**config.mk**
```make
export PLATFORM = sky130hd
export DESIGN_NAME = tws_cell
export DESIGN_NICKNAME = d
export VERILOG_FILES = /design/src/design/tws_pkg.sv /design/src/design/tws_cell.sv
export SDC_FILE = /design/constraint.sdc
export NUM_CORES = 2
export LEC_CHECK = 0
export ABC_AREA = 1
export BUFFER_PORTS_ARGS = -buffer_cell sky130_fd_sc_hd__buf_2
export CAP_MARGIN = 10
export CORE_MARGIN = 2
export CORE_UTILIZATION = 55
export DETAILED_ROUTE_END_ITERATION = 10
export GPL_TIMING_DRIVEN = 1
export PLACE_DENSITY_LB_ADDON = 0.12
export SYNTH_ARGS = -nofsm -noshare
export SYNTH_HDL_FRONTEND = slang
export SYNTH_SLANG_ARGS = --single-unit
```
**constraint.sdc**
```tcl
create_clock -name clk_i -period 1.05 [get_ports clk_i]
set_clock_uncertainty 0.1 [all_clocks]
set_input_delay 0.1575 -clock clk_i [delete_from_list [all_inputs] [get_ports clk_i]]
set_output_delay 0.1575 -clock clk_i [all_outputs]
set_load 0.03 [all_outputs]
```
**src/design/tws_pkg.sv**
```systemverilog
`timescale 1ns / 1ps
// ----------------------------------------------------------------------------
// Three-wheel swerve kinematics package
// Shared widths, constants, the arctangent table and the beat types that run
// between the front end, the CORDIC cells and the back end.
// ----------------------------------------------------------------------------
package tws_pkg;

  // Input word width and CORDIC iteration count.
  localparam int VelWidth     = 16;
  localparam int CordicStages = 16;
  localparam int NumWheels    = 3;

  // Arctangent table length and the index width that addresses it.
  localparam int TabLen        = 24;
  localparam int StageIdxWidth = $clog2(TabLen);

  // Wheel components in Q.16 need eight fraction bits plus one bit of growth.
  localparam int CompWidth  = VelWidth + 9;
  // CORDIC gain times sqrt(2) stays below four, so two more bits.
  localparam int CordWidth  = CompWidth + 2;
  localparam int AngWidth   = 32;
  localparam int GainWidth  = 16;
  localparam int SinWidth   = 16;
  localparam int HWidth     = VelWidth + SinWidth + 2;
  localparam int ProdWidth  = CordWidth - 1 + GainWidth;
  localparam int SpeedWidth = 17;
  localparam int SteerWidth = 13;
  localparam int SteerProdWidth = AngWidth + SteerWidth;

  // Output buffer depth.
  localparam int FifoDepth  = 2;
  localparam int PtrWidth   = $clog2(FifoDepth);
  localparam int CntWidth   = $clog2(FifoDepth + 1);

  // sqrt(3)/2 and the inverse CORDIC gain, both in Q0.16.
  localparam logic [SinWidth-1:0]   Sin60   = 16'd56756;
  localparam logic [GainWidth-1:0]  InvGain = 16'd39797;
  localparam logic [SpeedWidth-1:0] SpeedMax = 17'h1FFFF;

  // Binary angles for the four axis directions (2^32 is a full turn).
  localparam logic [AngWidth-1:0] Ang0   = 32'h0000_0000;
  localparam logic [AngWidth-1:0] Ang90  = 32'h4000_0000;
  localparam logic [AngWidth-1:0] Ang180 = 32'h8000_0000;
  localparam logic [AngWidth-1:0] Ang270 = 32'hC000_0000;

  // atan(2^-i) as a binary angle, rounded to nearest.
  localparam logic [AngWidth-1:0] AtanTab [TabLen] = '{
    32'h20000000, 32'h12E4051E, 32'h09FB385B, 32'h051111D4,
    32'h028B0D43, 32'h0145D7E1, 32'h00A2F61E, 32'h00517C55,
    32'h0028BE53, 32'h00145F2F, 32'h000A2F98, 32'h000517CC,
    32'h00028BE6, 32'h000145F3, 32'h0000A2FA, 32'h0000517D,
    32'h000028BE, 32'h0000145F, 32'h00000A30, 32'h00000518,
    32'h0000028C, 32'h00000146, 32'h000000A3, 32'h00000051
  };

  // One wheel vector in flight. Bypass marks an axis or zero vector whose
  // magnitude and angle are already final.
  typedef struct packed {
    logic [CordWidth-1:0] x;
    logic [CordWidth-1:0] y;
    logic [AngWidth-1:0]  z;
    logic                 bypass;
  } vec_t;

  typedef struct packed {
    logic                       valid;
    vec_t [NumWheels-1:0]       vec;
  } cell_t;

  typedef struct packed {
    logic [NumWheels-1:0][SpeedWidth-1:0] speed;
    logic [NumWheels-1:0][SteerWidth-1:0] steer;
  } out_t;

  typedef struct packed {
    logic valid;
    out_t data;
  } res_t;

endpackage

```
**src/design/tws_cell.sv**
```systemverilog
`timescale 1ns / 1ps
// ----------------------------------------------------------------------------
// Swerve kinematics CORDIC cell
// One vectoring iteration for all three wheel vectors, registered.
// ----------------------------------------------------------------------------
module tws_cell (
  input  logic                                 clk_i,
  input  logic                                 rst_ni,
  input  logic                                 en_i,
  input  logic [tws_pkg::StageIdxWidth-1:0]    shift_i,
  input  logic [tws_pkg::AngWidth-1:0]         angle_i,
  input  tws_pkg::cell_t                       d_i,
  output tws_pkg::cell_t                       q_o
);

  localparam int RW = tws_pkg::CordWidth;

  tws_pkg::cell_t q_q, q_d;

  always_comb begin
    logic signed [RW-1:0] x, y, dx, dy;
    q_d = d_i;
    for (int k = 0; k < tws_pkg::NumWheels; k++) begin
      x  = $signed(d_i.vec[k].x);
      y  = $signed(d_i.vec[k].y);
      dx = y >>> shift_i;
      dy = x >>> shift_i;
      if (!d_i.vec[k].bypass) begin
        // Rotate toward the x axis; the sign of y picks the direction.
        if (y < 0) begin
          q_d.vec[k].x = x - dx;
          q_d.vec[k].y = y + dy;
          q_d.vec[k].z = d_i.vec[k].z - angle_i;
        end else begin
          q_d.vec[k].x = x + dx;
          q_d.vec[k].y = y - dy;
          q_d.vec[k].z = d_i.vec[k].z + angle_i;
        end
      end
    end
  end

  always_ff @(posedge clk_i or negedge rst_ni) begin
    if (!rst_ni) begin
      q_q <= '0;
    end else if (en_i) begin
      q_q <= q_d;
    end
  end

  assign q_o = q_q;

endmodule

```
==> metrics.txt, run 1 <==
clock root buffer clkbuf_16; Cell variety after synth 57; synth warn 0; cell count after synthesis 6803; post-synthesis net count 7382; Inserted Clock Buffers 31; register area share after synthesis 16.63%; failing step global routing; Post-DP HPWL 152300 µm; status aborted with a tool error; number of global-route vias before repair 75.91k; first-pass GRT wire length 476900 µm; top_reg_cell synth dfrtp_1; Buffers on Ports 563; dpl cells 9812; grt ovf 764; Num Clock Sinks 262; Yosys reg bits 262; largest net degree at the start of global routing 50; H-tree lvl count 1; die width 271.7 µm; I/O pin total 564; row count 98; number of synthesized flops with an enable pin 0; Total GRT Usage 81.54%; mapped cell area 39420 µm²; Syn Area/Cell 5.795 µm²; ys async rst share 100.0%; chip height 271.7 µm; gpl congestion 1.061; Starting Density 55.34%; Log Error [ERROR GRT-0116] Global routing finished with congestion. Check the congestion regions in the DRC Viewer.; Max Buffers Root-to-Sink 3
## synth_stat cells, drive strengths merged (3+ instances only)
master     n  share of area [%]
nand2   2230                 21
nand3   1006                 13
nor2     499                4.9
inv      487                4.6
o21ai    478                6.1
a21oi    443                5.6
ha       268                8.5
dfrtp    262                 17
o211ai   194                3.7
buf      169                2.3
clkbuf   160                1.5
xor2     146                3.2
xnor2    101                2.2
nand4     58               0.92
nor3      52               0.67
a31oi     48               0.78
o21bai    26               0.50
a21o      22               0.42
nor4      21               0.33
or2       21               0.33
o21a      19               0.36
o221ai    13               0.29
a21boi    12               0.23
a211oi    11               0.21
and2       9               0.14
fa         9               0.46
o31ai      7               0.13
a31o       6               0.13
nand3b     5              0.095
clkinv     4              0.038
mux2i      4               0.10
nor3b      3              0.095
## cells by family after synthesis
logic type	Yosys count	share of synthesized area, %
muxes	4	0.1016
adders and majority gates	277	8.963
and+or+nand+nor	3905	41.58
DFF	262	16.63
AOI/OAI and AO/OA	1288	18.74
xor gates and xnor gates	247	5.487
buffers and inverters	820	8.496
## layer usage
metal,global-route usage (%),GRT overflow
met4,81.28,296
met3,69.33,31
met2,97.86,423
met5,36.59,2
met1,79.72,12
## through the flow
step	hold slack (ps)	util [%]	cell area, µm²	setup WS, ps
2_1_floorplan	-238.1	-	41270	-2605
3_3_place_gp	44.98	81.25	57880	-3415
3_5_place_dp	44.51	81.25	57880	-3631
4_1_cts	-257.7	89.95	64080	-2499
## timing repair
action / in CTS
hold endpoints to repair: 496
gates resized for setup: 422
setup endpoints to repair: 517
gates cloned: 11
pin swaps: 216
hold buffers: 246
buffers inserted: 71
==> inputs of run 2 (changes only) <==
--- a/config.mk
+++ b/config.mk
@@ -9,10 +9,10 @@
 export BUFFER_PORTS_ARGS = -buffer_cell sky130_fd_sc_hd__buf_2
 export CAP_MARGIN = 10
 export CORE_MARGIN = 2
-export CORE_UTILIZATION = 55
+export CORE_UTILIZATION = 40
 export DETAILED_ROUTE_END_ITERATION = 10
 export GPL_TIMING_DRIVEN = 1
-export PLACE_DENSITY_LB_ADDON = 0.12
+export PLACE_DENSITY_LB_ADDON = 0.15
 export SYNTH_ARGS = -nofsm -noshare
 export SYNTH_HDL_FRONTEND = slang
 export SYNTH_SLANG_ARGS = --single-unit
==> metrics.txt, run 2 <==
Synth-to-Final Area Change 71.31%; commonest non-fill, non-tap cell in the layout nand2_1; crit-path most repeated cell nand2_1; row count 115; Inserted Clock Buffers 35; top_reg_cell synth dfrtp_1; first-pass GRT wire length 306000 µm; I/O pin total 564; CP bufs+invs 9; Net Sw Power 0.03568 W; Crit Path Class primary input to flop; largest net degree at the start of global routing 63; clk_lat worst skew 590 ps; initial antenna violation count 17; power density cells 1170 nW/µm²; main area contributors after synthesis nand2_1 (21%), dfrtp_1 (17%), nand3_1 (13%), ha_1 (8.5%), a21oi_1 (5.6%); Worst Hold Path Cells 4; Crit path required time 1420 ps; die width 317.9 µm; Setup TNS -622250 ps; Buffers on Ports 563; core area 97990 µm²; clock power share 17.1%; Num Clock Sinks 262; Clock transition at path regs 60 ps; most frequent cell after synthesis nand2_1; final period utilization 358.8%; terminus of the critical flop-to-flop path q_o[233]; slowest CP cell ha_4; initial DRC count 4672; fin area 67540 µm²; critical-path maximum fanout 8; crit-path leading delay family simple AND/OR/NAND/NOR gates; Hold Crit Endpoint q_o[145]; Synth top cells by count nand2_1 (2224), nand3_1 (1001), nor2_1 (483); fmax 265.5 MHz; Max Buffers Root-to-Sink 3; chip height 317.9 µm; combinational share of power 66.7%; DR vias 58.00k; register area share after synthesis 16.63%; failing checks setup timing; share of layout cells above drive strength 1 39.33%; Pint 0.04336 W; # DRC 0; hold path start d_i[145]; Die ar. 101100 µm²; Slew HR 52.24%; Post-DP HPWL 160900 µm; DR WL/cell 19.29 µm; leakage 34.67 nW; commonest cells after routing, fill and taps aside nand2_1 (2010), buf_4 (1919), nand3_1 (849); max-cap violation count 0; Starting Density 40.23%; Worst Reg2Reg Path Length in Cells 2; R2R setup slack 40 ps; critical path endpoint category flop; post-synthesis net count 7382; Routed Antenna Nets 0; Arr. time, crit path 4130 ps; fin util 68.92%; Syn Area/Cell 5.795 µm²; Cell variety after synth 57; Detailed Routing Iterations Pass 1 6; vias per inst 5.443; RSZ-0062 raised after global routing true; Largest stage delay, worst path 250 ps; Net Sw Frac 45.15%; max reg flops 262; synth warn 0; slack of the critical path -2717 ps; FF-to-FF Start q_o[233]; Final Max Tran Viols 0; gpl congestion 1.045; pre-CTS WS -3679 ps; type of origin of the critical path primary input; number of synthesized flops with an enable pin 0; status finished, violations left; ys async rst share 100.0%; Tightest Hold Check Type primary input to flop; post-place instance area 58880 µm²; grt ovf 0; mapped cell area 39420 µm²; minimum clock period 3767 ps; Yosys reg bits 262; cell count after synthesis 6803; register share of total power 16.3%; share of the synthesized area in the top cell type 21.17%; Total Wirelength 205500 µm; nets 9909; final hold viol count 0; Worst Tran Pin Value 714.1 ps; CTS tree done; H-tree lvl count 2; worst vdd ir 0.001369 V; number of global-route vias before repair 55.66k; Synth area leader nand2_1; clock root buffer clkbuf_16; Setup-failing EPs final 517; Total GRT Usage 38.22%
-- run 2: cell counts after synthesis --
No cell type changed its count.
-- run 2: worst max path at each step --
stage | endpoint | start | cells after the start
floorplan | q_o[173] | shift_i[1] | 31
detailed placement | q_o[58] | shift_i[0] | 29
global route | q_o[145] | shift_i[0] | 33
CTS | q_o[145] | shift_i[1] | 29
finish | q_o[76] | shift_i[1] | 30
global placement | q_o[58] | shift_i[0] | 29
-- run 2: layout make-up --
cell class,instances,area (µm²)
diodes,10,25.02
clock buffers,46,988.4
clock inverters,18,270.3
fillers,8807,30450
inverters,491,1938
multi-input cells,5721,34480
flip-flops and latches,262,6556
well taps,1287,1610
repair buffers,2819,21670
-- run 2: per-stage QoR --
| step | hold WS, ps | power (W) | cells |
|---|---|---|---|
| final | 18.36 | 0.07904 | 10650 |
| after global routing | 11.82 | 0.08365 | 10650 |
| after CTS | 1.992 | 0.07569 | 10580 |
| after detailed placement | -95.14 | 0.05920 | 10220 |
| after global placement | -97.81 | 0.05875 | 10220 |
| after floorplan | -238.1 | 0.03763 | 6803 |
-- run 2: routing by layer --
metal / GRT usage [%] / share of wire (%)
met5: 0 / 0.027
met3: 5.273 / 6.2
met4: 27.78 / 8.6
met1: 43.73 / 38
met2: 65.33 / 47
-- run 2: worst register-to-register path: stages (launching register included) --
cell     delay [ps]
dfrtp_1         470
nand2_1         240
nand2_1          80
-- run 2: repair_timing --
action,4_1_cts,5_1_grt
endpoints found under the setup margin,517,525
gates resized for setup,372,540
setup buffers,55,67
gates cloned,12,5
hold endpoints to repair,479,0
hold buffers,228,0
pin swaps,196,314
-- run 2: cells by family (layout without fill, tap and decap cells) --
kind of cell               after synthesis  count (layout)  share of synthesized area [%]
muxes                                    4               4                         0.1016
other                                    0              10                              0
buffers and inverters                  820            3374                          8.496
adders and majority gates              277             277                          8.963
xor gates and xnor gates               247             247                          5.487
DFF                                    262             262                          16.63
and+or+nand+nor                       3905            3905                          41.58
AOI/OAI and AO/OA                     1288            1288                          18.74
-- run 2: power groups by stage --
stage	Sequential [W]	Combinational (W)	Clock, W
2_1_floorplan	0.0163	0.0213	0
3_3_place_gp	0.0129	0.0458	0
3_5_place_dp	0.0130	0.0462	0
4_1_cts	0.0128	0.0492	0.0137
5_1_grt	0.0130	0.0566	0.0140
6_report	0.0129	0.0527	0.0135
No activity file was read; power rests on OpenSTA's default activity.
