==> src/design/tws_pkg.sv <==
`timescale 1ns / 1ps
// ----------------------------------------------------------------------------
// Three-wheel swerve kinematics package
// Shared widths, constants, the arctangent table and the beat types that run
// between the front end, the CORDIC cells and the back end.
// ----------------------------------------------------------------------------
package tws_pkg;

  // Input word width and CORDIC iteration count.
  localparam int VelWidth     = 16;
  localparam int CordicStages = 16;
  localparam int NumWheels    = 3;

  // Arctangent table length and the index width that addresses it.
  localparam int TabLen        = 24;
  localparam int StageIdxWidth = $clog2(TabLen);

  // Wheel components in Q.16 need eight fraction bits plus one bit of growth.
  localparam int CompWidth  = VelWidth + 9;
  // CORDIC gain times sqrt(2) stays below four, so two more bits.
  localparam int CordWidth  = CompWidth + 2;
  localparam int AngWidth   = 32;
  localparam int GainWidth  = 16;
  localparam int SinWidth   = 16;
  localparam int HWidth     = VelWidth + SinWidth + 2;
  localparam int ProdWidth  = CordWidth - 1 + GainWidth;
  localparam int SpeedWidth = 17;
  localparam int SteerWidth = 13;
  localparam int SteerProdWidth = AngWidth + SteerWidth;

  // Output buffer depth.
  localparam int FifoDepth  = 2;
  localparam int PtrWidth   = $clog2(FifoDepth);
  localparam int CntWidth   = $clog2(FifoDepth + 1);

  // sqrt(3)/2 and the inverse CORDIC gain, both in Q0.16.
  localparam logic [SinWidth-1:0]   Sin60   = 16'd56756;
  localparam logic [GainWidth-1:0]  InvGain = 16'd39797;
  localparam logic [SpeedWidth-1:0] SpeedMax = 17'h1FFFF;

  // Binary angles for the four axis directions (2^32 is a full turn).
  localparam logic [AngWidth-1:0] Ang0   = 32'h0000_0000;
  localparam logic [AngWidth-1:0] Ang90  = 32'h4000_0000;
  localparam logic [AngWidth-1:0] Ang180 = 32'h8000_0000;
  localparam logic [AngWidth-1:0] Ang270 = 32'hC000_0000;

  // atan(2^-i) as a binary angle, rounded to nearest.
  localparam logic [AngWidth-1:0] AtanTab [TabLen] = '{
    32'h20000000, 32'h12E4051E, 32'h09FB385B, 32'h051111D4,
    32'h028B0D43, 32'h0145D7E1, 32'h00A2F61E, 32'h00517C55,
    32'h0028BE53, 32'h00145F2F, 32'h000A2F98, 32'h000517CC,
    32'h00028BE6, 32'h000145F3, 32'h0000A2FA, 32'h0000517D,
    32'h000028BE, 32'h0000145F, 32'h00000A30, 32'h00000518,
    32'h0000028C, 32'h00000146, 32'h000000A3, 32'h00000051
  };

  // One wheel vector in flight. Bypass marks an axis or zero vector whose
  // magnitude and angle are already final.
  typedef struct packed {
    logic [CordWidth-1:0] x;
    logic [CordWidth-1:0] y;
    logic [AngWidth-1:0]  z;
    logic                 bypass;
  } vec_t;

  typedef struct packed {
    logic                       valid;
    vec_t [NumWheels-1:0]       vec;
  } cell_t;

  typedef struct packed {
    logic [NumWheels-1:0][SpeedWidth-1:0] speed;
    logic [NumWheels-1:0][SteerWidth-1:0] steer;
  } out_t;

  typedef struct packed {
    logic valid;
    out_t data;
  } res_t;

endpackage

==> src/design/tws_post.sv <==
`timescale 1ns / 1ps
// ----------------------------------------------------------------------------
// Swerve kinematics back end
// Removes the CORDIC gain, rounds and saturates the speed, and converts the
// binary angle to a steering encoder count.
// ----------------------------------------------------------------------------
module tws_post (
  input  logic           clk_i,
  input  logic           rst_ni,
  input  logic           en_i,
  input  tws_pkg::cell_t d_i,
  output tws_pkg::res_t  q_o
);

  localparam int NW  = tws_pkg::NumWheels;
  localparam int RW  = tws_pkg::CordWidth;
  localparam int PW  = tws_pkg::ProdWidth;
  localparam int GW  = tws_pkg::GainWidth;
  localparam int AW  = tws_pkg::AngWidth;
  localparam int SW  = tws_pkg::SteerWidth;
  localparam int SPW = tws_pkg::SteerProdWidth;
  localparam int MW  = PW + 1 - GW;
  localparam int QW  = MW + 1 - 8;
  localparam int TW  = (QW > tws_pkg::SpeedWidth) ? QW : tws_pkg::SpeedWidth;

  // Stage 1: gain multiply and angle times 8191.
  logic          p1_valid_q;
  logic [PW-1:0]  p1_mag_q  [NW];
  logic [SPW-1:0] p1_ang_q  [NW];
  logic [PW-1:0]  p1_mag_d  [NW];
  logic [SPW-1:0] p1_ang_d  [NW];

  always_comb begin
    logic [RW-2:0] m;
    for (int k = 0; k < NW; k++) begin
      m = d_i.vec[k].x[RW-1] ? '0 : d_i.vec[k].x[RW-2:0];
      // An axis vector carries its exact magnitude, so it only moves into Q.32.
      p1_mag_d[k] = d_i.vec[k].bypass ? {m, {GW{1'b0}}}
                                      : PW'(m) * PW'(tws_pkg::InvGain);
      p1_ang_d[k] = {d_i.vec[k].z, {SW{1'b0}}} - SPW'(d_i.vec[k].z);
    end
  end

  // Stage 2: round the magnitude to Q.16 and the angle count to an integer.
  logic          p2_valid_q;
  logic [MW-1:0] p2_mag_q   [NW];
  logic [SW-1:0] p2_steer_q [NW];
  logic [MW-1:0] p2_mag_d   [NW];
  logic [SW-1:0] p2_steer_d [NW];

  always_comb begin
    logic [PW:0]  msum;
    logic [SPW:0] asum;
    for (int k = 0; k < NW; k++) begin
      msum = {1'b0, p1_mag_q[k]} + ((PW + 1)'(1) << (GW - 1));
      asum = {1'b0, p1_ang_q[k]} + ((SPW + 1)'(1) << (AW - 1));
      p2_mag_d[k]   = msum[PW:GW];
      p2_steer_d[k] = asum[AW+SW-1:AW];
    end
  end

  // Stage 3: round to Q9.8 and saturate.
  tws_pkg::res_t p3_q, p3_d;

  always_comb begin
    logic [MW:0]   ssum;
    logic [TW-1:0] spd;
    p3_d.valid = p2_valid_q;
    for (int k = 0; k < NW; k++) begin
      ssum = {1'b0, p2_mag_q[k]} + (MW + 1)'(128);
      spd  = TW'(ssum[MW:8]);
      p3_d.data.speed[k] = (spd > TW'(tws_pkg::SpeedMax)) ? tws_pkg::SpeedMax
                                                         : spd[tws_pkg::SpeedWidth-1:0];
      p3_d.data.steer[k] = p2_steer_q[k];
    end
  end

  always_ff @(posedge clk_i or negedge rst_ni) begin
    if (!rst_ni) begin
      p1_valid_q <= 1'b0;
      p2_valid_q <= 1'b0;
      p3_q       <= '0;
    end else if (en_i) begin
      p1_valid_q <= d_i.valid;
      p2_valid_q <= p1_valid_q;
      p3_q       <= p3_d;
    end
  end

  always_ff @(posedge clk_i) begin
    if (en_i) begin
      p1_mag_q   <= p1_mag_d;
      p1_ang_q   <= p1_ang_d;
      p2_mag_q   <= p2_mag_d;
      p2_steer_q <= p2_steer_d;
    end
  end

  assign q_o = p3_q;

endmodule

==> config.mk <==
export PLATFORM = sky130hd
export DESIGN_NAME = tws_post
export DESIGN_NICKNAME = d
export VERILOG_FILES = /design/src/design/tws_pkg.sv /design/src/design/tws_post.sv
export SDC_FILE = /design/constraint.sdc
export NUM_CORES = 2
export LEC_CHECK = 0
export ABC_AREA = 1
export BUFFER_PORTS_ARGS = -buffer_cell sky130_fd_sc_hd__buf_2
export CORE_MARGIN = 3
export CORE_UTILIZATION = 40
export DETAILED_ROUTE_END_ITERATION = 8
export GPL_ROUTABILITY_DRIVEN = 0
export PLACE_DENSITY_LB_ADDON = 0.12
export SLEW_MARGIN = 40
export SYNTH_ARGS = -nofsm -noshare
export SYNTH_HDL_FRONTEND = slang
export SYNTH_SLANG_ARGS = --single-unit
==> constraint.sdc <==
create_clock -name clk_i -period 2 [get_ports clk_i]
set_input_delay 0.6 -clock clk_i [delete_from_list [all_inputs] [get_ports clk_i]]
set_output_delay 0.6 -clock clk_i [all_outputs]
set_load 0.02 [all_outputs]
# [Yosys cells after proc, flatten, opt, wreduce, memory -nomap -nowiden]
# Cells that the tools add are included.
[op_classes] n_addsub=12 n_mul=3 muxes=9 order_cmp=3
[op_table] op="$add 45x32->45 const B" n=3
[op_table] op="$sub 45x32->45" n=3
[op_table] op="$add 42x16->43 const B" n=3
[op_table] op="$mul 26x16->42 const B" n=3
[op_table] op="$mux 42" n=3
[op_table] op="$add 27x8->28 const B" n=3
[op_table] op="$mux 26" n=3
[op_table] op="$gt 20x17->1 const B" n=3
[op_table] op="$mux 17" n=3
[totals] elab_cells=51 regBits=474

# [Longest topological paths before layout]
[logic_depth] depth_word=3 depth_mapped=32 mapped_depth_nobuf=31

# [Least setup slack after synthesis]
# OpenSTA, ideal clock, no wires.
[synth_path] path_kind="in2reg" start="input port d_i[260] in the netlist's numbering" end="register p1_mag_q[33] in the netlist's numbering (data pin)" slack_ps=-3994 setup_time_ps=269 arrival_time_ps=5725 t_required_ps=1731 path_stages=25 path_cell_list="inv_2 buf_2 nand2_1 nor2_1 nor2_1 ha_1 or2_2 inv_1 fa_1 inv_1 fa_1 fa_1 fa_1 inv_1 fa_1 inv_1 ha_1 a21oi_1 o21a_1 a21boi_0 nor2_1 nor2_1 nand3b_1 nand3_1 o21ai_0"
[synth_rtl] item="from (decl)" line_no="tws_post.sv:11" rtl="input tws_pkg::cell_t d_i,"
[synth_rtl] item="to (signal assigned)" line_no="tws_post.sv:92" rtl="p1_mag_q <= p1_mag_d;"
[synth_rtl] item="to (decl)" line_no="tws_post.sv:28" rtl="logic [PW-1:0] p1_mag_q [NW];"

==> flow_summary.yaml <==
run_status:
  violations: "setup timing"
  status: "complete, but fails checks"
worst_setup_path:
  critical_path_class: "in2reg"
  crit_buf_inv: 8
  endpoint_kind: "flop"
  worstPathMaxFanout: 6
  crit_path_start_kind: "input pin"
  crit_slowest_cell: "fa_1"
  cp_common_cell: "fa_1"
  max_stage_delay_ns: 0.53
  crit_arrival_ns: 5.61
  critPathTopFamily: "adder cells"
  required_ns: 2.27
floorplan:
  pin_count: 356
  die_w_um: 335.5
  die_y_um: 335.5
  initial_core_util_pct: 40.44
  rows: 120
  dieArea_sq_um: 112500
  fp.coreArea_sq_um: 107400
detailed_routing:
  via_count: 40357
  routed_via_density: 4.840
  drtIter0Drc: 2095
  totalWireLength_mm: 136.5
  wl_per_cell_um: 16.37
  firstDrtPassIters: 6
  drtAntennaViolNets: 0
  drc_errors: 0
timing:
  fmax_mhz: 187.5
  rsz0062_at_grt: "yes"
  finalCriticalPeriod_ns: 5.333
  max_slew_margin_pct: 65.59
  fin_ws_ns: -3.333
  setup_violations: 81
  post-route-period-util_pct: 266.7
  report.final.slew_viol_count: 0
  finalHoldViolCount: 0
  fin_skew_ns: 0.02122
  whs_ns: 0.2948
  fin_tns_setup_ns: -256.69
  worst_slew_pin_slew_ns: 0.5108
synth:
  syn_nets: 6662
  ys.flop_type: "edfxtp_1"
  yosys_warnings: 0
  synth_edf_count: 222
  yosysUniqueCellTypes: 52
  yosysSeqAreaShare_pct: 20.71
  async_reset_ff_share_pct: 29.52
  ys_seq_elements: 315
  synthCells: 5428
  netlist_area_sq_um: 43420
  avgSynthCellArea_sq_um: 7.999
cts:
  htreeDepth: 2
  clk_latency_ns: 0.54
  numCtsBuffers: 38
  cts_tree: "built"
  clk_path_buf_depth: 3
  cts_sinks: 315
  path_clk_slew_ns: 0.05
  clockRootBuffer: "clkbuf_16"
place:
  placed_area_sq_um: 56880
  dp.cells: 8078
  io_buffer_count: 274
  hpwl_mm: 114.2
  pre_cts_ws_ns: -4.109
global_route:
  grt_usage_pct: 23.89
  grt_pass1_vias: 41109
  grt_max_degree: 55
  antenna_found_initial: 1
  grt_pass1_wl_mm: 214.9
  gr-total-overflow: 0
final_layout:
  fin_cells: 8339
  nNetsFinal: 8139
  fillers: 9523
  final_cell_area_sq_um: 64060
  multi_input_area_sq_um: 36180
  final-seq-area_sq_um: 8994
  final_layout_size_suffix_gt1_share_pct: 40.27
  area_delta_synth_final_pct: 47.55
power_and_ir_drop:
  p_leak_nw: 31.86
  vdd_drop_max_v: 0.002338
  p_per_area_nw_per_um2: 1946
worst_hold_path:
  holdCritPathClass: "in2reg"
run:
  cap_violations: 0
[cell type report]
type	instances	area share (%)
timing repair buffer	1482	17.47
multi-input combinational	3874	56.47
inverter	1193	7.275
clock inverter	21	0.3574
tap	1403	2.740
timing repair inverter	1	0.02539
clock buffer	49	1.613
antenna	1	0.003906
sequential	315	14.04
[final timing paths]
check | from | end | slack, ns | cells after the start
min in group asynchronous | rst_ni | q_o[29]$_DFFE_PN0P_ | 0.52 | 2
min reg2reg | p2_steer_q[14]$_DFFE_PP_ | q_o[14]$_DFFE_PN0P_ | 0.43 | 2
min | d_i[261] | p1_valid_q$_DFFE_PN0P_ | 0.29 | 3
max in group asynchronous | rst_ni | q_o[40]$_DFFE_PN0P_ | 0.92 | 3
max | d_i[86] | p1_mag_q[114]$_DFFE_PP_ | -3.33 | 29
max reg2reg | p2_mag_q[12]$_DFFE_PP_ | q_o[84]$_DFFE_PN0P_ | 0.01 | 8
[layer usage]
layer / global-route usage, % / wire [um] / up-vias
met1: 33.01 / 61850 / 19214
met4: 5.604 / 3564 / 0
met2: 40.65 / 65170 / 832
li1: - / - / 20124
met3: 2.008 / 5910 / 187
met5: 0 / 0 / -
[per-stage QoR]
step                      util (%)  power (mW)
final                        59.67       124.6
after global routing         59.67       134.4
after CTS                    57.07       110.2
after detailed placement     52.99       86.83
after global placement       52.99       86.33
after floorplan                  -       58.41
[state kept, by name, summed over array words and instances, names as in the netlist]
signal      flops
p2_steer_q     39
p2_mag_q       60
p1_valid_q      1
q_o            91
p1_mag_q       81
p2_valid_q      1
p1_ang_q       42
[cell usage after synthesis (17+ instances only)]
cell / number / area [sq um]
inv_1: 1182 / 4437
nand2_1: 959 / 3600
nor2_1: 656 / 2462
ha_1: 504 / 6306
fa_1: 465 / 9309
a21oi_1: 264 / 1321
edfxtp_1: 222 / 6666
nand3_1: 192 / 960.9
o21ai_0: 155 / 775.7
xor2_1: 155 / 1358
dfrtp_1: 93 / 2327
nand4_1: 87 / 544.3
nor3_1: 71 / 355.3
xnor2_1: 62 / 543.0
a21o_1: 45 / 337.8
a31oi_1: 33 / 206.5
o21bai_1: 31 / 232.7
clkbuf_1: 29 / 108.9
nand3b_1: 27 / 202.7
or2_2: 22 / 137.6
nor4_1: 17 / 106.4
[repair_timing]
| item | in CTS | in global routing |
|---|---|---|
| setup endpoints to repair | 84 | 132 |
| resized for setup | 605 | 546 |
| endpoints found under the hold margin | 24 | 0 |
| hold buffers | 1 | 0 |
| gates cloned | 1 | 1 |
| buffers inserted | 105 | 93 |
| pin swaps | 314 | 377 |
[worst register-to-register path, stage by stage (launching register included)]
cell and delay [ns]:
edfxtp_1 0.44, buf_4 0.14, nand4_1 0.17, nor4_4 0.36, nand3_2 0.13, a211oi_4 0.25, buf_4 0.17, buf_6 0.14
a21oi_1 0.07
[cells by family after synthesis]
logic type / count (synthesis) / synth area share (%)
and+or+nand+nor: 2084 / 20.23
buffers and inverters: 1239 / 10.77
adders and majority gates: 969 / 35.97
AOI/OAI and AO/OA: 604 / 7.939
DFF: 315 / 20.71
xor gates and xnor gates: 217 / 4.378
[cell usage in the layout (no fill, tap or decap), types with 54 or more instances in the layout]
| cell type | synthesis | final |
|---|---|---|
| nand2_4 | 0 | 80 |
| dfrtp_1 | 93 | 93 |
| o21ai_1 | 9 | 54 |
| nand4_1 | 87 | 87 |
| inv_2 | 11 | 170 |
| nand3_1 | 192 | 131 |
| nand3_2 | 2 | 55 |
| ha_1 | 504 | 385 |
| inv_1 | 1182 | 986 |
| nand2_1 | 959 | 712 |
| nor2_2 | 10 | 120 |
| xor2_1 | 155 | 136 |
| edfxtp_1 | 222 | 222 |
| fa_1 | 465 | 442 |
| buf_2 | 9 | 269 |
| buf_4 | 0 | 1099 |
| o21ai_0 | 155 | 63 |
| buf_6 | 2 | 75 |
| nand2_2 | 9 | 153 |
| ha_4 | 0 | 117 |
| a21oi_1 | 264 | 150 |
| nor2_4 | 0 | 157 |
| a21oi_2 | 10 | 97 |
| nor2_1 | 656 | 389 |
[power by group]
group / internal, mW / leakage, nW / switching (mW)
Clock: 4.19 / 0.610 / 2.76
Sequential: 9.44 / 3.18 / 1.21
Combinational: 50.1 / 28.1 / 57.0
(Power assumes the default switching activity.)
