### config.mk
export PLATFORM = sky130hd
export DESIGN_NAME = tws_front
export DESIGN_NICKNAME = d
export VERILOG_FILES = /design/src/design/tws_pkg.sv /design/src/design/tws_front.sv
export SDC_FILE = /design/constraint.sdc
export NUM_CORES = 1
export LEC_CHECK = 0
export BUFFER_PORTS_ARGS = -buffer_cell sky130_fd_sc_hd__buf_4
export CAP_MARGIN = 20
export CORE_MARGIN = 4
export CORE_UTILIZATION = 45
export CTS_CLUSTER_DIAMETER = 80
export DETAILED_ROUTE_END_ITERATION = 7
export PLACE_DENSITY_LB_ADDON = 0.1
export SETUP_SLACK_MARGIN = 0.1
export SYNTH_ARGS = -nofsm -noshare
export SYNTH_HDL_FRONTEND = slang
export SYNTH_SLANG_ARGS = --single-unit
### constraint.sdc
create_clock -name clk_i -period 5.1 [get_ports clk_i]
set_clock_uncertainty 0.05 [all_clocks]
set_input_delay 0.51 -clock clk_i [delete_from_list [all_inputs] [get_ports clk_i]]
set_output_delay 0.51 -clock clk_i [all_outputs]
set_load 0.01 [all_outputs]
### src/design/tws_pkg.sv
`timescale 1ns / 1ps
// ----------------------------------------------------------------------------
// Three-wheel swerve kinematics package
// Shared widths, constants, the arctangent table and the beat types that run
// between the front end, the CORDIC cells and the back end.
// ----------------------------------------------------------------------------
package tws_pkg;

  // Input word width and CORDIC iteration count.
  localparam int VelWidth     = 16;
  localparam int CordicStages = 16;
  localparam int NumWheels    = 3;

  // Arctangent table length and the index width that addresses it.
  localparam int TabLen        = 24;
  localparam int StageIdxWidth = $clog2(TabLen);

  // Wheel components in Q.16 need eight fraction bits plus one bit of growth.
  localparam int CompWidth  = VelWidth + 9;
  // CORDIC gain times sqrt(2) stays below four, so two more bits.
  localparam int CordWidth  = CompWidth + 2;
  localparam int AngWidth   = 32;
  localparam int GainWidth  = 16;
  localparam int SinWidth   = 16;
  localparam int HWidth     = VelWidth + SinWidth + 2;
  localparam int ProdWidth  = CordWidth - 1 + GainWidth;
  localparam int SpeedWidth = 17;
  localparam int SteerWidth = 13;
  localparam int SteerProdWidth = AngWidth + SteerWidth;

  // Output buffer depth.
  localparam int FifoDepth  = 2;
  localparam int PtrWidth   = $clog2(FifoDepth);
  localparam int CntWidth   = $clog2(FifoDepth + 1);

  // sqrt(3)/2 and the inverse CORDIC gain, both in Q0.16.
  localparam logic [SinWidth-1:0]   Sin60   = 16'd56756;
  localparam logic [GainWidth-1:0]  InvGain = 16'd39797;
  localparam logic [SpeedWidth-1:0] SpeedMax = 17'h1FFFF;

  // Binary angles for the four axis directions (2^32 is a full turn).
  localparam logic [AngWidth-1:0] Ang0   = 32'h0000_0000;
  localparam logic [AngWidth-1:0] Ang90  = 32'h4000_0000;
  localparam logic [AngWidth-1:0] Ang180 = 32'h8000_0000;
  localparam logic [AngWidth-1:0] Ang270 = 32'hC000_0000;

  // atan(2^-i) as a binary angle, rounded to nearest.
  localparam logic [AngWidth-1:0] AtanTab [TabLen] = '{
    32'h20000000, 32'h12E4051E, 32'h09FB385B, 32'h051111D4,
    32'h028B0D43, 32'h0145D7E1, 32'h00A2F61E, 32'h00517C55,
    32'h0028BE53, 32'h00145F2F, 32'h000A2F98, 32'h000517CC,
    32'h00028BE6, 32'h000145F3, 32'h0000A2FA, 32'h0000517D,
    32'h000028BE, 32'h0000145F, 32'h00000A30, 32'h00000518,
    32'h0000028C, 32'h00000146, 32'h000000A3, 32'h00000051
  };

  // One wheel vector in flight. Bypass marks an axis or zero vector whose
  // magnitude and angle are already final.
  typedef struct packed {
    logic [CordWidth-1:0] x;
    logic [CordWidth-1:0] y;
    logic [AngWidth-1:0]  z;
    logic                 bypass;
  } vec_t;

  typedef struct packed {
    logic                       valid;
    vec_t [NumWheels-1:0]       vec;
  } cell_t;

  typedef struct packed {
    logic [NumWheels-1:0][SpeedWidth-1:0] speed;
    logic [NumWheels-1:0][SteerWidth-1:0] steer;
  } out_t;

  typedef struct packed {
    logic valid;
    out_t data;
  } res_t;

endpackage

### src/design/tws_front.sv
`timescale 1ns / 1ps
// ----------------------------------------------------------------------------
// Swerve kinematics front end
// Splits the chassis command into three wheel vectors and prepares each one
// for the CORDIC cells (half-plane fold and axis detection).
// ----------------------------------------------------------------------------
module tws_front (
  input  logic                                clk_i,
  input  logic                                rst_ni,
  input  logic                                en_i,
  input  logic                                valid_i,
  input  logic signed [tws_pkg::VelWidth-1:0] vel_x_i,
  input  logic signed [tws_pkg::VelWidth-1:0] vel_y_i,
  input  logic signed [tws_pkg::VelWidth-1:0] vel_omega_i,
  output tws_pkg::cell_t                      q_o
);

  localparam int VW = tws_pkg::VelWidth;
  localparam int CW = tws_pkg::CompWidth;
  localparam int RW = tws_pkg::CordWidth;
  localparam int HW = tws_pkg::HWidth;

  // Stage 1: register the command and omega * sin(60).
  logic                 s1_valid_q;
  logic signed [VW-1:0] s1_vx_q, s1_vy_q, s1_om_q;
  logic signed [HW-1:0] s1_h_q, s1_h_d;

  assign s1_h_d = vel_omega_i * $signed({2'b00, tws_pkg::Sin60});

  // Stage 2: wheel components in Q.16.
  logic                 s2_valid_q;
  logic signed [CW-1:0] s2_wx_q [tws_pkg::NumWheels];
  logic signed [CW-1:0] s2_wy_q [tws_pkg::NumWheels];
  logic signed [CW-1:0] vx_s, vy_s, w_s, half_s, h_s;
  logic signed [HW-1:0] h_sum, h_shr;

  assign vx_s   = $signed({{(CW-VW-8){s1_vx_q[VW-1]}}, s1_vx_q, 8'b0});
  assign vy_s   = $signed({{(CW-VW-8){s1_vy_q[VW-1]}}, s1_vy_q, 8'b0});
  assign w_s    = $signed({{(CW-VW-8){s1_om_q[VW-1]}}, s1_om_q, 8'b0});
  assign half_s = $signed({{(CW-VW-7){s1_om_q[VW-1]}}, s1_om_q, 7'b0});
  assign h_sum  = s1_h_q + $signed(HW'(128));
  assign h_shr  = h_sum >>> 8;
  assign h_s    = $signed(h_shr[CW-1:0]);

  // Stage 3: per-wheel preparation.
  tws_pkg::cell_t s3_q, s3_d;

  always_comb begin
    logic signed [RW-1:0] xe, ye;
    s3_d.valid = s2_valid_q;
    for (int k = 0; k < tws_pkg::NumWheels; k++) begin
      xe = RW'(s2_wx_q[k]);
      ye = RW'(s2_wy_q[k]);
      s3_d.vec[k].y      = '0;
      s3_d.vec[k].bypass = 1'b1;
      if (ye == '0) begin
        s3_d.vec[k].x = (xe < 0) ? -xe : xe;
        s3_d.vec[k].z = (xe < 0) ? tws_pkg::Ang180 : tws_pkg::Ang0;
      end else if (xe == '0) begin
        s3_d.vec[k].x = (ye < 0) ? -ye : ye;
        s3_d.vec[k].z = (ye < 0) ? tws_pkg::Ang270 : tws_pkg::Ang90;
      end else begin
        s3_d.vec[k].bypass = 1'b0;
        if (xe < 0) begin
          s3_d.vec[k].x = -xe;
          s3_d.vec[k].y = -ye;
          s3_d.vec[k].z = tws_pkg::Ang180;
        end else begin
          s3_d.vec[k].x = xe;
          s3_d.vec[k].y = ye;
          s3_d.vec[k].z = tws_pkg::Ang0;
        end
      end
    end
  end

  always_ff @(posedge clk_i or negedge rst_ni) begin
    if (!rst_ni) begin
      s1_valid_q <= 1'b0;
      s2_valid_q <= 1'b0;
      s3_q       <= '0;
    end else if (en_i) begin
      s1_valid_q <= valid_i;
      s2_valid_q <= s1_valid_q;
      s3_q       <= s3_d;
    end
  end

  always_ff @(posedge clk_i) begin
    if (en_i) begin
      s1_vx_q    <= vel_x_i;
      s1_vy_q    <= vel_y_i;
      s1_om_q    <= vel_omega_i;
      s1_h_q     <= s1_h_d;
      s2_wx_q[0] <= vx_s - w_s;
      s2_wy_q[0] <= vy_s;
      s2_wx_q[1] <= vx_s + half_s;
      s2_wy_q[1] <= vy_s - h_s;
      s2_wx_q[2] <= vx_s + half_s;
      s2_wy_q[2] <= vy_s + h_s;
    end
  end

  assign q_o = s3_q;

endmodule

# After elaboration in Yosys (flattened, before gate mapping)
# Memories as Yosys holds them, arrays and structs flattened.
# Cells that the tools add are included.
word_totals:
  output_inout_bits: 262
  mem_count: 2
  romBits: 0
  mem_bits_rw: 150
  ff_bits: 343
  input_bits: 52
  latchBits: 0
  elab_cells: 86
classes:
  order_cmp: 6
  n_reduce_logical: 6
  multipliers: 1
  n_shift: 0
  bitwise: 0
  n_addsub: 11
  n_div: 0
  muxes: 41
  eq_ne: 0
memory_table:
  columns: ["name", "depth", "word_bits", "rd", "rd_ports_with_merged_regs", "write_ports", "line_no", "rtl"]
  rows:
  - ["s2_wx_q", 3, 25, 3, 0, 3, "tws_front.sv:32", "logic signed [CW-1:0] s2_wx_q [tws_pkg::NumWheels];"]
  - ["s2_wy_q", 3, 25, 3, 0, 3, "tws_front.sv:33", "logic signed [CW-1:0] s2_wy_q [tws_pkg::NumWheels];"]
ops:
  columns: ["operator", "n"]
  rows:
  - ["two-way mux 27 bit", 18]
  - ["two-way mux 32 bit", 12]
  - ["two-way mux 86 bit", 3]
  - ["zero test 27 bit", 6]
  - ["negation 25 -> 27 bit", 6]
  - ["less-than comparator 25 x 1 -> 1 bit (second input constant)", 6]
  - ["adder 33 x 9 -> 33 bit (second input constant)", 1]
  - ["multiplier 16 x 15 -> 31 bit (second input constant)", 1]
  - ["adder 24 x 23 -> 25 bit", 1]
  - ["adder 24 x 25 -> 25 bit", 1]
  - ["subtractor 24 x 24 -> 25 bit", 1]
  - ["subtractor 24 x 25 -> 25 bit", 1]
  - ["two-way mux 1 bit", 8]

# Logic depth before layout (Yosys ltp)
# An unclocked memory read counts as a cell.
depth:
  word_depth: 5
  mapped_depth: 22
  depth_no_buf: 21

# Worst setup path after synthesis
# OpenSTA, ideal clock, no wires.
synth_timing:
  path_type: "input to register"
  from: "input vel_omega_i[4] (netlist bit)"
  to: "register s1_h_q[32] (netlist name)"
  path_stages: 19
  path_slack_ns: -0.519
  path_buffers: 0
  arrival_time_ns: 5.306
  required_ns: 4.786
  path_cell_list: "ha_1 inv_1 fa_1 inv_1 ha_1 ha_1 fa_1 inv_1 fa_1 inv_1 ha_1 and3_1 a221oi_1 o211ai_1 a221oi_1 o21ai_0 a41oi_1 o31ai_1 xnor2_1"
synth_via:
  elab_chain_len: 1
synth_lines:
  columns: ["element", "line_no", "rtl"]
  rows:
  - ["from (decl)", "tws_front.sv:14", "input logic signed [tws_pkg::VelWidth-1:0] vel_omega_i,"]
  - ["multiplier 16 x 15 -> 31 bit", "tws_front.sv:28", "assign s1_h_d = vel_omega_i * $signed({2'b00, tws_pkg::Sin60});"]
  - ["named net s1_h_d[32]", "tws_front.sv:26", "logic signed [HW-1:0] s1_h_q, s1_h_d;"]
# The timed path passes the listed nets, and every way through them passes these cells.
# A chain may end at the register's enable or synchronous reset.

# Worst setup path in the final report
layout_timing:
  from: "input vel_omega_i[5] (netlist bit)"
  to: "register s1_h_q[27] (data pin)"
layout_via:
  elab_chain_len: 1
layout_lines:
  columns: ["element", "line_no", "rtl"]
  rows:
  - ["multiplier 16 x 15 -> 31 bit", "tws_front.sv:28", null]
  - ["named net s1_h_d[27]", "tws_front.sv:26", null]
  - ["to (signal assigned)", "tws_front.sv:94", "s1_h_q <= s1_h_d;"]
  - ["to (decl)", "tws_front.sv:26", null]
# The timed path passes the listed nets, and every way through them passes these cells.

==> PnR_summary.wiki <==
{| class="wikitable"
! Metric !! Value
|-
| Worst slack at placement || -0.5952 ns
|-
| Library cell occupying the most area in the post-synthesis netlist || edfxtp_1
|-
| Cell area power density || 763.4 nW/um2
|-
| Clock network latency to the later pin of the worst-skew pair || 0.56 ns
|-
| Effective utilization at floorplan || 0.4566
|-
| Post-route standard cell area excluding fillers || 29,300 um2
|-
| Clk slew on worst S/H paths || 0.06 ns
|-
| Worst setup path startpoint || vel_omega_i[5]
|-
| Synthesized area divided by synthesized cell count || 9.915 um2
|-
| Max capacitance violation total || 0
|-
| DIE HEIGHT || 242.1 um
|-
| Global-route wire length before repair || 103,700 um
|-
| Number of enable flip-flop cells after synthesis || 174
|-
| Placeable core region || 54,030 um2
|-
| Die area || 58,630 um2
|-
| Final slew viol count || 0
|-
| Reported leakage power || 13.33 nW
|-
| Number of placed I/O pins || 314
|-
| GR peak layer || met2
|-
| Portion of netlist area occupied by mux cells || 0.01618
|-
| Share of the clock period used by the worst path after layout || 0.9860
|-
| Shortest period the worst path allows || 5.029 ns
|-
| Required time of the critical path || 5.35 ns
|-
| Ratio of routed vias to standard cells || 5.166
|-
| Arrival time reported for the critical path endpoint || 5.28 ns
|-
| Overall routed net length || 66,020 um
|-
| Most frequently used flop master after synthesis || edfxtp_1
|-
| End of the critical path || s1_h_q[27]
|-
| Placer Congestion || 0.8983
|-
| Via count of the routed design || 18,127
|-
| Endpoint class of the critical path || flip-flop
|-
| Router iterations before antenna repair || 5
|-
| Clock root cell || clkbuf_16
|-
| Adder-cell share of the synthesized area || 0.1910
|-
| Slew @ Worst Pin || 0.9595 ns
|-
| Unrepaired setup endpoints after global routing || yes
|-
| Ranking of synthesized cells by area || edfxtp_1 21%, dfrtp_1 16%, fa_1 9.6%
|-
| Commonest cells after routing, fill and taps aside || 346 x inv_1, 334 x buf_4, 174 x edfxtp_1
|-
| Synth async-reset ratio || 0.4759
|-
| Via count of the first global-routing pass || 18,432
|-
| Count of final hold-check violations || 0
|-
| Worst Reg2Reg Path Length in Cells || 13
|-
| Most frequent standard cell in the layout excluding fill and tap cells || inv_1
|-
| DRC marker count from the first detailed-route iteration || 1,052
|-
| Compound-gate portion of the synthesized area || 0.1202
|-
| Setup crit start kind || primary input
|-
| Buffer depth of the longest clock path || 3
|-
| Remaining Overflow, GRT || 0
|-
| H-tree depth || 2
|-
| Cell variety after synth || 78
|-
| ANT cells || 0
|-
| Worst R2R Start || s1_h_q[8]
|-
| Die boundary width || 242.1 um
|-
| Antenna violations before repair || 0
|-
| Crit Path Class || primary input to flip-flop
|-
| Global Route Usage Sum || 0.2203
|-
| Pin count of the biggest net entering global routing || 139
|-
| GR Layer Usage met3 || 0.03121
|-
| Fmax || 198.9 MHz
|-
| Peak supply drop || 0.6885 mV
|-
| Final Net Count || 3,141
|-
| Total placed instance area || 27,720 um2
|-
| Port bufs || 207
|-
| Path category of the worst min-delay check || primary input to flip-flop
|-
| M1 GR Usage || 0.2969
|-
| Setup ws final || 0.07139 ns
|-
| Synthesized-area fraction occupied by and/or/nand/nor cells || 0.1030
|-
| Drt wl/cell || 18.81 um
|-
| Area share of the largest cell type after synthesis || 0.2118
|-
| Number of instances in the synthesized netlist || 2,488
|-
| Rel. slew slack || 0.3596
|-
| Minimum setup slack among reg-to-reg paths || 0.65 ns
|-
| Syn. warnings || 0
|-
| Detailed placement HPWL || 53,210 um
|-
| Crit-path max FO || 5
|-
| TritonCTS clock tree || built
|-
| Mapped cell area || 24,670 um2
|-
| DRC errors left || 0
|-
| Fraction of final layout cells with drive strength greater than 1 || 0.1920
|-
| Utilization after layout || 0.5423
|-
| TritonCTS buffer count || 39
|-
| Area Overhead vs Synth || 18.76%
|-
| XOR/XNOR Fraction of Synth Area || 0.09404
|-
| Capture point of the worst reg-to-reg path || s2_wy_q[0][46]
|-
| Number of nets still failing antenna checks after routing || 0
|-
| Site row count || 85
|-
| Outcome || completed
|-
| Dominant combinational cell family by area after synthesis || adder cells
|-
| Count of endpoints failing setup in the final report || 0
|-
| Met2 Resource Use GR || 0.3768
|-
| Yosys reg bits || 332
|-
| Clock sink count || 332
|-
| Sequential cell area fraction in the yosys report || 0.3721
|}
[cell families (layout without fill, tap and decap cells)]
family | count (synthesis) | after routing
compound gates | 474 | 474
xor+xnor | 264 | 264
fa+ha+maj | 306 | 306
buf+inv | 563 | 783
flops | 332 | 332
mux | 37 | 37
other cells | 1 | 106
simple gates | 511 | 511
[repair_timing]
item | CTS | global route
endpoints found under the hold margin | 4 | 0
hold buffers | 1 | 0
pin swaps | 8 | 53
setup buffers | 0 | 7
gates resized for setup | 2 | 49
endpoints found under the setup margin | 3 | 11
[stage by stage]
stage	total power, W	TNS (ns)	hold slack (ns)	instances
6_report	0.02236	0	0.07702	3509
4_1_cts	0.02154	0	0.03957	3502
5_1_grt	0.02414	-0.1562	0.04111	3509
3_3_place_gp	0.01848	-5.021	0.4121	3431
2_1_floorplan	0.01373	-0.1162	0.1644	2593
3_5_place_dp	0.01868	-5.405	0.4208	3431
[critical path, stage by stage]
cell,delay (ns)
buf_12,0.13
ha_4,0.30
inv_4,0.04
fa_1,0.57
fa_1,0.44
fa_1,0.50
inv_2,0.04
fa_1,0.47
inv_1,0.05
fa_1,0.49
inv_2,0.05
ha_4,0.27
o21a_1,0.16
o22ai_2,0.11
o221a_2,0.27
o41a_1,0.43
o21bai_1,0.22
a21oi_2,0.09
xnor2_1,0.13
[power breakdown]
| part | internal, W | total (W) | switching (W) | leakage [nW] |
|---|---|---|---|---|
| Combinational | 0.00710 | 0.0146 | 0.00752 | 9.09 |
| Clock | 0.00163 | 0.00276 | 0.00113 | 0.612 |
| Sequential | 0.00412 | 0.00499 | 0.000868 | 3.63 |
[flip-flops by register name (all words and copies together) (netlist names)]
name and count:
s1_om_q 16, q_o 156, s1_vy_q 16, s2_wx_q 35
s1_valid_q 1, s1_h_q 26, s2_wy_q 65, s2_valid_q 1
s1_vx_q 16
[area by class of cell]
class,count,area [um2]
clock buffers,55,1107
clock inverters,15,157.7
fillers,4867,24730
inverters,369,1399
multi-input cells,1698,13930
flip-flops and latches,332,9179
well taps,696,870.8
repair buffers,344,2653
[how the worst min path moves through the flow]
stage	cells after the start	endpoint	startpoint
after floorplan	0	q_o[0]	rst_ni
after global placement	1	q_o[87]	q_o[87]
after detailed placement	1	q_o[87]	q_o[87]
after CTS	1	s1_vx_q[14]	vel_x_i[14]
after global routing	1	s1_vx_q[14]	vel_x_i[14]
final	1	s1_vx_q[14]	vel_x_i[14]
[per-layer routing]
layer	vias up	wire, um
met5	-	0
met4	0	1609
met3	95	3044
met2	460	31770
met1	8771	29590
li1	8801	-
[synth_stat cells, types with 5 or more instances]
cell type / number
nor3_1: 32
xnor2_1: 134
buf_4: 109
clkbuf_1: 61
nand3b_1: 6
nor2b_1: 19
inv_1: 368
a31oi_1: 10
nand4_1: 20
and2_1: 10
o31ai_1: 27
fa_1: 118
o21bai_1: 19
mux2i_1: 14
buf_1: 7
o22ai_1: 76
nand3_1: 51
or2_2: 5
or3_1: 22
o21a_1: 17
o31a_1: 5
and3_1: 10
a21o_1: 34
o21ai_0: 101
mux2_2: 23
o41ai_1: 6
nor2_1: 116
edfxtp_1: 174
buf_2: 16
nand2b_1: 21
ha_1: 187
or4_1: 14
nand2_1: 149
o211ai_1: 9
xor2_1: 129
a21oi_1: 126
dfrtp_1: 158
nor4_1: 11
a211oi_1: 6
(Power assumes the default switching activity.)
